<file path="src/rtl/core/aiq_pkg.sv">
// shared types and constants for the absmax int8 quantizer
`default_nettype none

package aiq_pkg;

    // float32 constants
    localparam logic [31:0] C_F127     = 32'h42FE_0000;
    localparam logic [31:0] C_F1       = 32'h3F80_0000;
    localparam logic [30:0] C_TINY_MAG = 31'h2B8C_BCCC;

    // item and job codes
    localparam logic OP_MEASURE  = 1'b0;
    localparam logic OP_QUANTIZE = 1'b1;
    localparam logic KIND_SCALE  = 1'b0;
    localparam logic KIND_QUANT  = 1'b1;

    // job queue sizing
    localparam int QUEUE_DEPTH = 2;
    localparam int QPTR_W      = 1;
    localparam int QCNT_W      = 2;

    // divider step count: 24 mantissa bits plus guard
    localparam int DIV_STEPS = 25;
    localparam int DCNT_W    = 5;

    // one job from the front to the back
    typedef struct packed {
        logic        kind;   // scale job or quantize job
        logic [31:0] data;   // amax bits or element bits
    } job_t;

    typedef enum logic [2:0] {
        BK_IDLE,
        BK_QRND,
        BK_DIVA,
        BK_DIVB,
        BK_SOUT
    } bk_state_t;

endpackage

`default_nettype wire

</file>
<file path="src/rtl/core/aiq_front.sv">
// front end: tracks the running maximum and turns quantize beats and each tlast measure beat into jobs
`default_nettype none

module aiq_front
    import aiq_pkg::*;
(
    input  wire logic        clk,
    input  wire logic        rst_n,
    input  wire logic        s_axis_tvalid,
    output logic             s_axis_tready,
    input  wire logic [31:0] s_axis_tdata,
    input  wire logic        s_axis_tuser,
    input  wire logic        s_axis_tlast,
    output logic             job_valid,
    output job_t             job,
    input  wire logic        job_ready
);

    logic [30:0] max_reg;
    logic [30:0] max_next;
    logic [30:0] max_join;
    logic [30:0] mag;
    logic        finite;
    logic        accept;

    assign s_axis_tready = job_ready;
    assign accept        = s_axis_tvalid & job_ready;
    assign mag           = s_axis_tdata[30:0];
    assign finite        = (s_axis_tdata[30:23] != 8'hFF);

    // fold this element into the maximum
    assign max_join = (finite && (mag > max_reg)) ? mag : max_reg;

    // job build and maximum update
    always_comb
    begin
        max_next  = max_reg;
        job_valid = 1'b0;
        job.kind  = KIND_QUANT;
        job.data  = s_axis_tdata;
        if (accept)
        begin
            if (s_axis_tuser == OP_QUANTIZE)
            begin
                job_valid = 1'b1;
            end
            else if (s_axis_tlast)
            begin
                job_valid = 1'b1;
                job.kind  = KIND_SCALE;
                job.data  = (max_join < C_TINY_MAG) ? C_F1 : {1'b0, max_join};
                max_next  = '0;
            end
            else
            begin
                max_next = max_join;
            end
        end
    end

    always_ff @(posedge clk or negedge rst_n)
    begin
        if (!rst_n)
        begin
            max_reg <= '0;
        end
        else
        begin
            max_reg <= max_next;
        end
    end

endmodule

`default_nettype wire

</file>
<file path="src/rtl/core/aiq_queue.sv">
// short job queue between front and back
`default_nettype none

module aiq_queue
    import aiq_pkg::*;
(
    input  wire logic clk,
    input  wire logic rst_n,
    input  wire logic in_valid,
    input  job_t      in_job,
    output logic      in_ready,
    output logic      out_valid,
    output job_t      out_job,
    input  wire logic out_ready
);

    job_t               mem_reg [QUEUE_DEPTH];
    logic [QPTR_W-1:0]  wr_reg;
    logic [QPTR_W-1:0]  rd_reg;
    logic [QCNT_W-1:0]  cnt_reg;
    logic               push;
    logic               pop;

    assign in_ready  = (cnt_reg != QCNT_W'(QUEUE_DEPTH));
    assign out_valid = (cnt_reg != '0);
    assign out_job   = mem_reg[rd_reg];
    assign push      = in_valid & in_ready;
    assign pop       = out_valid & out_ready;

    // storage
    always_ff @(posedge clk)
    begin
        if (push)
        begin
            mem_reg[wr_reg] <= in_job;
        end
    end

    // pointers and fill count
    always_ff @(posedge clk or negedge rst_n)
    begin
        if (!rst_n)
        begin
            wr_reg  <= '0;
            rd_reg  <= '0;
            cnt_reg <= '0;
        end
        else
        begin
            if (push)
            begin
                wr_reg <= wr_reg + 1'b1;
            end
            if (pop)
            begin
                rd_reg <= rd_reg + 1'b1;
            end
            if (push && !pop)
            begin
                cnt_reg <= cnt_reg + 1'b1;
            end
            else if (pop && !push)
            begin
                cnt_reg <= cnt_reg - 1'b1;
            end
        end
    end

endmodule

`default_nettype wire

</file>
<file path="src/rtl/core/aiq_back.sv">
// back end: quantize multiply-round and the scale divider
`default_nettype none

module aiq_back
    import aiq_pkg::*;
(
    input  wire logic        clk,
    input  wire logic        rst_n,
    input  wire logic        job_valid,
    input  job_t             job,
    output logic             job_ready,
    output logic             m_axis_tvalid,
    input  wire logic        m_axis_tready,
    output logic [39:0]      m_axis_tdata,
    output logic             m_axis_tuser
);

    bk_state_t          state_reg, state_next;
    logic [31:0]        inv_reg, inv_next;
    logic [47:0]        prod_reg, prod_next;
    logic signed [9:0]  qexp_reg, qexp_next;
    logic               qneg_reg, qneg_next;
    logic               qnz_reg, qnz_next;
    logic [25:0]        rem_reg, rem_next;
    logic [23:0]        den_reg, den_next;
    logic [24:0]        quo_reg, quo_next;
    logic [DCNT_W-1:0]  cnt_reg, cnt_next;
    logic [9:0]         dexp_reg, dexp_next;
    logic [31:0]        amax_reg, amax_next;
    logic [31:0]        scale_reg, scale_next;
    logic               ov_reg, ov_next;
    logic               okind_reg, okind_next;
    logic [31:0]        oscale_reg, oscale_next;
    logic [7:0]         oq_reg, oq_next;

    logic               out_free;

    // divider setup
    logic [31:0]        su_num, su_den;
    logic [23:0]        su_ma, su_mb;
    logic               su_lt;
    logic [25:0]        su_rem;
    logic [9:0]         su_exp;

    // divider step and rounding
    logic               d_ge;
    logic [25:0]        d_sub;
    logic [24:0]        d_quo;
    logic               d_up;
    logic [24:0]        d_sum;
    logic [9:0]         d_exp;
    logic [31:0]        d_res;

    // quantize rounding
    logic               r_hi;
    logic [23:0]        r_mant;
    logic               r_guard;
    logic               r_sticky;
    logic [24:0]        r_sum;
    logic [23:0]        r_m;
    logic signed [9:0]  r_e;
    logic [4:0]         r_sh;
    logic [24:0]        r_ext;
    logic [8:0]         r_t;
    logic [6:0]         r_mag;
    logic [6:0]         r_abs;
    logic [7:0]         r_q;

    // quantize multiply inputs
    logic signed [9:0]  m_ev;
    logic signed [9:0]  m_ei;

    assign out_free      = !ov_reg || m_axis_tready;
    assign job_ready     = (state_reg == BK_IDLE);
    assign m_axis_tvalid = ov_reg;
    assign m_axis_tuser  = okind_reg;
    assign m_axis_tdata  = {oq_reg, oscale_reg};

    // divider operand selection: amax/127 first, then 127/amax
    always_comb
    begin
        if (state_reg == BK_IDLE)
        begin
            su_num = job.data;
            su_den = C_F127;
        end
        else
        begin
            su_num = C_F127;
            su_den = amax_reg;
        end
        su_ma  = {1'b1, su_num[22:0]};
        su_mb  = {1'b1, su_den[22:0]};
        su_lt  = (su_ma < su_mb);
        su_rem = su_lt ? {1'b0, su_ma, 1'b0} : {2'b00, su_ma};
        su_exp = {2'b00, su_num[30:23]} - {2'b00, su_den[30:23]} + 10'd127
                 - {9'd0, su_lt};
    end

    // one restoring step and the final round to nearest even
    always_comb
    begin
        d_ge  = (rem_reg >= {2'b00, den_reg});
        d_sub = d_ge ? (rem_reg - {2'b00, den_reg}) : rem_reg;
        d_quo = {quo_reg[23:0], d_ge};
        d_up  = d_quo[0] & ((d_sub != '0) | d_quo[1]);
        d_sum = {1'b0, d_quo[24:1]} + {24'd0, d_up};
        d_exp = dexp_reg + {9'd0, d_sum[24]};
        d_res = {1'b0, d_exp[7:0], d_sum[24] ? 23'd0 : d_sum[22:0]};
    end

    // product exponents for the multiply stage
    assign m_ev = signed'({2'b00, job.data[30:23]});
    assign m_ei = signed'({2'b00, inv_reg[30:23]});

    // float round of the product, then round half away and clamp
    always_comb
    begin
        r_hi     = prod_reg[47];
        r_mant   = r_hi ? prod_reg[47:24] : prod_reg[46:23];
        r_guard  = r_hi ? prod_reg[23] : prod_reg[22];
        r_sticky = r_hi ? (prod_reg[22:0] != '0) : (prod_reg[21:0] != '0);
        r_sum    = {1'b0, r_mant} + {24'd0, r_guard & (r_sticky | r_mant[0])};
        r_m      = r_sum[24] ? 24'h80_0000 : r_sum[23:0];
        r_e      = qexp_reg + signed'({9'd0, r_hi}) + signed'({9'd0, r_sum[24]});
        r_sh     = 5'(10'sd23 - r_e);
        r_ext    = {r_m, 1'b0} >> r_sh;
        r_t      = {1'b0, r_ext[8:1]} + {8'd0, r_ext[0]};
        r_mag    = (r_t > 9'd127) ? 7'd127 : r_t[6:0];
        if (!qnz_reg || (r_e <= -10'sd2))
        begin
            r_abs = 7'd0;
        end
        else if (r_e >= 10'sd7)
        begin
            r_abs = 7'd127;
        end
        else
        begin
            r_abs = r_mag;
        end
        r_q = qneg_reg ? (8'd0 - {1'b0, r_abs}) : {1'b0, r_abs};
    end

    // sequencer
    always_comb
    begin
        state_next  = state_reg;
        inv_next    = inv_reg;
        prod_next   = prod_reg;
        qexp_next   = qexp_reg;
        qneg_next   = qneg_reg;
        qnz_next    = qnz_reg;
        rem_next    = rem_reg;
        den_next    = den_reg;
        quo_next    = quo_reg;
        cnt_next    = cnt_reg;
        dexp_next   = dexp_reg;
        amax_next   = amax_reg;
        scale_next  = scale_reg;
        ov_next     = ov_reg & ~m_axis_tready;
        okind_next  = okind_reg;
        oscale_next = oscale_reg;
        oq_next     = oq_reg;
        case (state_reg)
            BK_IDLE:
            begin
                if (job_valid)
                begin
                    if (job.kind == KIND_QUANT)
                    begin
                        prod_next  = {24'd0, 1'b1, job.data[22:0]}
                                     * {24'd0, 1'b1, inv_reg[22:0]};
                        qexp_next  = m_ev + m_ei - 10'sd254;
                        qneg_next  = job.data[31];
                        qnz_next   = (job.data[30:23] != 8'h00)
                                     && (job.data[30:23] != 8'hFF);
                        state_next = BK_QRND;
                    end
                    else
                    begin
                        amax_next  = job.data;
                        rem_next   = su_rem;
                        den_next   = su_mb;
                        dexp_next  = su_exp;
                        quo_next   = '0;
                        cnt_next   = '0;
                        state_next = BK_DIVA;
                    end
                end
            end
            BK_QRND:
            begin
                if (out_free)
                begin
                    ov_next     = 1'b1;
                    okind_next  = KIND_QUANT;
                    oscale_next = '0;
                    oq_next     = r_q;
                    state_next  = BK_IDLE;
                end
            end
            BK_DIVA:
            begin
                rem_next = {d_sub[24:0], 1'b0};
                quo_next = d_quo;
                cnt_next = cnt_reg + 1'b1;
                if (cnt_reg == DCNT_W'(DIV_STEPS - 1))
                begin
                    scale_next = d_res;
                    rem_next   = su_rem;
                    den_next   = su_mb;
                    dexp_next  = su_exp;
                    quo_next   = '0;
                    cnt_next   = '0;
                    state_next = BK_DIVB;
                end
            end
            BK_DIVB:
            begin
                rem_next = {d_sub[24:0], 1'b0};
                quo_next = d_quo;
                cnt_next = cnt_reg + 1'b1;
                if (cnt_reg == DCNT_W'(DIV_STEPS - 1))
                begin
                    inv_next   = d_res;
                    state_next = BK_SOUT;
                end
            end
            BK_SOUT:
            begin
                if (out_free)
                begin
                    ov_next     = 1'b1;
                    okind_next  = KIND_SCALE;
                    oscale_next = scale_reg;
                    oq_next     = '0;
                    state_next  = BK_IDLE;
                end
            end
            default:
            begin
                state_next = BK_IDLE;
            end
        endcase
    end

    // control and stored factor
    always_ff @(posedge clk or negedge rst_n)
    begin
        if (!rst_n)
        begin
            state_reg <= BK_IDLE;
            inv_reg   <= C_F127;
            ov_reg    <= 1'b0;
            cnt_reg   <= '0;
        end
        else
        begin
            state_reg <= state_next;
            inv_reg   <= inv_next;
            ov_reg    <= ov_next;
            cnt_reg   <= cnt_next;
        end
    end

    // datapath
    always_ff @(posedge clk)
    begin
        prod_reg   <= prod_next;
        qexp_reg   <= qexp_next;
        qneg_reg   <= qneg_next;
        qnz_reg    <= qnz_next;
        rem_reg    <= rem_next;
        den_reg    <= den_next;
        quo_reg    <= quo_next;
        dexp_reg   <= dexp_next;
        amax_reg   <= amax_next;
        scale_reg  <= scale_next;
        okind_reg  <= okind_next;
        oscale_reg <= oscale_next;
        oq_reg     <= oq_next;
    end

endmodule

`default_nettype wire

</file>
<file path="src/rtl/core/absmax_int8_quantizer.sv">
// top level of the symmetric absmax int8 quantizer
//
// Measure beats (tuser 0) are taken by the front end while the job queue has
// room; it keeps the largest finite magnitude, and the beat marked tlast also
// queues a scale job. In the back end a quantize beat (tuser 1) goes through a
// 24x24 mantissa multiply into a product register, then is rounded to float,
// rounded half away from zero and clamped to +-127. A scale job runs the shared
// restoring divider twice, 25 steps each (amax/127, then 127/amax); quantize
// beats behind it wait in the two-entry job queue and pick up the new factor.
// The result is held in an output register; while it waits the back end holds
// before writing its next result, and input beats are taken only until the
// two-entry job queue is full.
`default_nettype none

module absmax_int8_quantizer
    import aiq_pkg::*;
(
    input  wire logic        clk,
    input  wire logic        rst_n,
    input  wire logic        s_axis_tvalid,
    output logic             s_axis_tready,
    input  wire logic [31:0] s_axis_tdata,   // value_bits
    input  wire logic        s_axis_tuser,   // opcode
    input  wire logic        s_axis_tlast,   // last
    output logic             m_axis_tvalid,
    input  wire logic        m_axis_tready,
    output logic [39:0]      m_axis_tdata,   // scale_bits, quant_value
    output logic             m_axis_tuser    // kind
);

    logic fq_valid, fq_ready;
    job_t fq_job;
    logic qb_valid, qb_ready;
    job_t qb_job;

    // measure and classify
    aiq_front u_front (
        .clk           (clk),
        .rst_n         (rst_n),
        .s_axis_tvalid (s_axis_tvalid),
        .s_axis_tready (s_axis_tready),
        .s_axis_tdata  (s_axis_tdata),
        .s_axis_tuser  (s_axis_tuser),
        .s_axis_tlast  (s_axis_tlast),
        .job_valid     (fq_valid),
        .job           (fq_job),
        .job_ready     (fq_ready)
    );

    // job queue
    aiq_queue u_queue (
        .clk       (clk),
        .rst_n     (rst_n),
        .in_valid  (fq_valid),
        .in_job    (fq_job),
        .in_ready  (fq_ready),
        .out_valid (qb_valid),
        .out_job   (qb_job),
        .out_ready (qb_ready)
    );

    // execute
    aiq_back u_back (
        .clk           (clk),
        .rst_n         (rst_n),
        .job_valid     (qb_valid),
        .job           (qb_job),
        .job_ready     (qb_ready),
        .m_axis_tvalid (m_axis_tvalid),
        .m_axis_tready (m_axis_tready),
        .m_axis_tdata  (m_axis_tdata),
        .m_axis_tuser  (m_axis_tuser)
    );

endmodule

`default_nettype wire

</file>
<file path="config.mk">
export PLATFORM = sky130hd
export DESIGN_NAME = absmax_int8_quantizer
export DESIGN_NICKNAME = d
export VERILOG_FILES = /design/src/rtl/core/aiq_pkg.sv /design/src/rtl/core/aiq_front.sv /design/src/rtl/core/aiq_queue.sv /design/src/rtl/core/aiq_back.sv /design/src/rtl/core/absmax_int8_quantizer.sv
export SDC_FILE = /design/constraint.sdc
export NUM_CORES = 2
export LEC_CHECK = 0
export BUFFER_PORTS_ARGS = -buffer_cell sky130_fd_sc_hd__buf_2
export CORE_MARGIN = 1
export CORE_UTILIZATION = 50
export CTS_BUF_LIST = sky130_fd_sc_hd__clkbuf_4 sky130_fd_sc_hd__clkbuf_8
export DETAILED_ROUTE_END_ITERATION = 8
export HOLD_SLACK_MARGIN = 0.05
export PLACE_DENSITY = 0.74
export REMOVE_ABC_BUFFERS = 1
export SLEW_MARGIN = 10
export SYNTH_ARGS = -nofsm -noshare
export SYNTH_HDL_FRONTEND = slang
export SYNTH_SLANG_ARGS = --single-unit
</file>
<file path="constraint.sdc">
create_clock -name clk -period 18.9 [get_ports clk]
set_input_delay 1.89 -clock clk [delete_from_list [all_inputs] [get_ports clk]]
set_output_delay 1.89 -clock clk [all_outputs]
set_load 0.1 [all_outputs]
</file>
---- Yosys cells after proc, flatten, opt, wreduce, memory -nomap -nowiden ----
Memory sizes are Yosys's and may differ from the RTL's.
Index checks and enable logic that the tools add are counted.
storage, ports and cells
  bits in registers ....................... 320
  bits in writable memories ............... 66
  input port bits ......................... 38
  output and inout port bits .............. 43
  logic and storage cells ................. 169
  memories ................................ 1
operators by class
  add/sub/neg operators ................... 19
  multiply operators ...................... 1
  $lt $le $gt $ge ......................... 7
  equality and inequality tests ........... 15
  shift-type cells ........................ 1
  muxes and demuxes ....................... 63
  bitwise logic cells ..................... 11
  reductions and logical operators ........ 30
memories
  name             depth  width  read ports  clocked after Yosys merged registers in  write ports  line             RTL
  u_queue.mem_reg  2      33     1           0                                        1            aiq_queue.sv:17  job_t mem_reg [QUEUE_DEPTH];
operators by type and width
  cell                                                                             number
  24-bit two-way mux                                                               8
  31-bit two-way mux                                                               5
  26-bit two-way mux                                                               4
  33-bit two-way mux                                                               3
  26-bit case mux with 3 select lines                                              1
  24-bit case mux with 3 select lines                                              1
  32-bit two-way mux                                                               2
  32-bit case mux with 2 select lines                                              1
  24-bit by 1-bit adder with 25-bit output                                         2
  24-bit by 24-bit multiplier with 48-bit output                                   1
  8-bit two-way mux                                                                6
  24-bit case mux with 2 select lines                                              1
  8-bit case mux with 2 select lines                                               2
  31-bit greater-than comparator                                                   1
  31-bit by 30-bit less-than comparator with 1-bit output (second input constant)  1
  26-bit by 24-bit >= comparator with 1-bit output                                 1
  26-bit nonzero test                                                              1
  26-bit by 24-bit subtractor with 26-bit output                                   1
  25-bit two-way mux                                                               1
  25-bit by 5-bit >> shifter with 9-bit output                                     1
  24-bit less-than comparator                                                      1
  23-bit two-way mux                                                               1
  23-bit nonzero test                                                              1
  22-bit nonzero test                                                              1
  other kinds (46)                                                                 99

---- Longest topological paths before layout ----
  word-level depth ........................ 17
  mapped depth ............................ 39
  depth with buffers taken out ............ 30

---- By module ----
Synthesis repeated with hierarchy kept, for this count alone.
unflattened totals
  cell total of the unflattened synthesis .. 4013
  area total of the unflattened synthesis .. 40224.8 um^2
modules (own cells, without submodules)
  module     instances  cells each  area each (um^2)  sequential area each (um^2)
  aiq_back   1          3608        34837.2           8309.2
  aiq_queue  1          121         2727.6            2082.0
  aiq_front  1          284         2660.1            775.7

---- Worst setup path after synthesis ----
No wires, ideal clock.
  path type ............................... reg-to-reg
  from .................................... reg u_queue.rd_reg
  to ...................................... reg u_back.prod_reg[47], data pin
  library setup time ...................... 0.260 ns
  arrival time ............................ 8.773 ns
  data required time ...................... 18.640 ns
  slack ................................... 9.868 ns
  cell stages (with the launch flop) ...... 32
  buffers on the path ..................... 4
  clock period less this slack ............ 9.032 ns
  cells stage by stage .................... dfrtp_1 > clkbuf_1 > clkbuf_1 > clkbuf_1 > mux2i_1 > inv_1 > clkbuf_1 > and2_1 > fa_1 > fa_1 > inv_1 > fa_1 > inv_1 > fa_1 > fa_1 > fa_1 > inv_1 > fa_1 > inv_1 > ha_1 > a21o_1 > a21o_1 > a21o_1 > a21oi_1 > o21ai_0 > a31oi_1 > o21ai_0 > a221oi_1 > o2111ai_1 > a31oi_1 > o21ai_0 > xnor2_1
on the way
  longest elaborated chain between the ends .. 2
ends and longest elaborated chain
  item                                            line             RTL
  start, declared                                 aiq_queue.sv:19  logic [QPTR_W-1:0] rd_reg;
  start signal, assigned                          aiq_queue.sv:56  rd_reg <= rd_reg + 1'b1;
  memory read 2 x 33 bit                          -
  24-bit by 24-bit multiplier with 48-bit output  aiq_back.sv:173  * {24'd0, 1'b1, inv_reg[22:0]};
  end signal, assigned                            aiq_back.sv:270  prod_reg <= prod_next;
  end, declared                                   aiq_back.sv:20   logic [47:0] prod_reg, prod_next;
No other way between the ends.
A chain may end at the register's enable or synchronous reset.

---- Final worst setup path ----
Same ends and word-level chain as after synthesis.

==> flow_summary.yaml <==
sta:
  finClkSkew_ps: 58.2
  drv_slew: 0
  final.period_utilization_pct: 53.9
  setup_viol: 0
  min_period_ps: 10190
  hold_viol: 0
  worst_slack_ps: 8710
  rsz0062_at_grt: "no"
  worstMarginPinSlew_ps: 1340
  max_freq_ghz: 0.0981
  setup_tns_ps: 0
  relSlewSlack_pct: 10.6
place:
  gp_congestion: 0.999
  place_ws_ps: 8950
  place_inst: 5105
  numPortBuffers: 79
  hpwl_mm: 82.1
route:
  dr.pass1.iters: 6
  drtIter0Drc: 2903
  ant_nets: 0
  drcViolationCount: 0
  wire_per_inst_um: 21.0
  viasPerCell: 5.82
  wirelength_mm: 110
  vias: 30400
final_layout:
  fin_nets: 4914
  fill_cells: 6931
  areaGrowthSynthToFinish_pct: 7.36
  drive_gt1_share_pct: 8.29
  largest_register_ffs: 66
  final_cell_mix: "669 x inv_1, 485 x fa_1, 377 x nand2_1"
  stdcell_count: 5228
  final_common_cell: "inv_1"
worst_setup_path:
  worstSetupPathType: "reg2reg"
  cp_max_fo: 23
  critPathMaxStageDelay_ps: 1000
  crit_family: "adder cells"
  ff2ff_setup_slack_ps: 8710
  cpMaxStageDelayCell: "mux2i_1"
  path_buf_inv: 7
  required_ps: 19280
  crit_arrival_ps: 10570
  crit_path_start_kind: "flop"
  endpoint_kind: "flop"
yosys:
  ys.flop_type: "edfxtp_1"
  ys_seq_area_share_pct: 27.8
  synth.avg_cell_area_sq_um: 9.78
  synth_top_area_cell: "fa_1"
  synth_area_leaders: "fa_1 24%, edfxtp_1 23%, ha_1 8.3%"
  synth_top_area_share_pct: 24.2
  synth_cells: 4100
  async_flop_share_pct: 19.5
  ys.warnings.count: 0
  ys_types: 87
  synth-edff-count: 309
  synth-seq-cells: 384
  syn_area_sq_um: 40100
clocking:
  cts_buffer_depth: 3
  cts_max_level: 3
  clockRootBuffer: "clkbuf_8"
  path_clk_slew_ps: 70
  cts_resized: 0
  cts_tree: "built"
  numCtsBuffers: 67
  ctsHoldBuffers: 0
  post-cts-setup-buffers: 0
  cts.sinks: 384
  insertion_delay_ps: 680
floorplanning:
  die_h_um: 285
  dieArea_sq_um: 81300
  num_rows: 103
  die_x_um: 285
  io_pins: 81
  initial_core_util_pct: 50.7
  fp.coreArea_sq_um: 79100
grt:
  antenna_found_initial: 3
  gr-total-overflow: 0
  grt_use_total_pct: 27.2
  grt_pass1_vias: 30700
  grt_pass1_wl_mm: 172
  grt_max_degree: 61
run:
  cap_violations: 0
min_path:
  hold_class: "reg2reg"
status:
  run_status: "complete, no violations"
[area by class of cell]
| type | count | area, sq um | area share (%) |
|---|---|---|---|
| repair buffers | 147 | 908 | 2.11 |
| multi-input cells | 2852 | 25700 | 59.8 |
| clock buffers | 92 | 1120 | 2.61 |
| clock inverters | 28 | 270 | 0.628 |
| flip-flops and latches | 384 | 11200 | 25.9 |
| inverters | 672 | 2520 | 5.86 |
| diodes | 3 | 7.51 | 0.0174 |
| well taps | 1050 | 1310 | 3.05 |
[through the flow]
| stage | utilization [%] | instance area, sq um | hold WS, ps |
|---|---|---|---|
| global route | 54.4 | 43000 | 524 |
| CTS | 54.4 | 43000 | 504 |
| finish | 54.4 | 43000 | 509 |
| detailed placement | 52.6 | 41600 | 483 |
| floorplan | - | 39400 | 456 |
| global placement | 52.6 | 41600 | 482 |
[path summary, 6_finish.rpt]
check,from,end,depth (start not counted)
min in group asynchronous,rst_n,u_front.max_reg[25],1
worst min-delay path,u_front.max_reg[30],u_front.max_reg[30],1
worst max-delay path,u_queue.rd_reg,u_back.prod_reg[47],28
max in group asynchronous,rst_n,u_back.inv_reg[15],2
worst max register to register,u_queue.rd_reg,u_back.prod_reg[47],28
worst min register to register,u_front.max_reg[30],u_front.max_reg[30],1
[routing by layer]
metal  track usage [%]  routed length, um
met4              10.4               4280
met2              42.0              49500
met1              37.3              45200
met3              6.48              10600
met5                 0                  0
[cells by family (layout without fill, tap and decap cells)]
family,after synthesis,in the layout,synth area share (%)
other,1,4,0.00935
DFF,384,384,27.8
xor gates and xnor gates,134,134,2.93
muxes,110,110,2.90
AOI/OAI and AO/OA,574,574,9.78
buffers and inverters,864,939,8.15
and+or+nand+nor,1281,1281,15.8
adders and majority gates,752,752,32.5
[synth_stat cells, drive strengths merged, types with 13 or more instances]
library cell  instances
or4                  13
and2                239
nor2                263
a31oi                23
nor4                 56
xnor2                89
o31ai                31
clkbuf              174
a22o                 35
a21o                 49
o21a                 21
mux2                 38
inv                 672
ha                  267
o21bai               19
nand2               377
a211oi               22
o21ai                95
nor3                 71
mux2i                71
nor2b                17
nand3                59
edfxtp              309
dfrtp                66
and3                 58
fa                  485
xor2                 45
nand4                40
a21oi               130
buf                  18
or3                  18
nand2b               34
o22ai                20
[worst register-to-register path, delay by kind of cell (launching register included)]
kind,cells,cell delay [ps]
DFF,1,620
and+or+nand+nor,1,440
xor gates and xnor gates,1,150
adders and majority gates,8,3930
buffers and inverters,7,1190
muxes,1,1010
AOI/OAI and AO/OA,10,2580
Power is not shown: default switching activity piles up to over one toggle a cycle in this logic, so the estimate is an artifact.
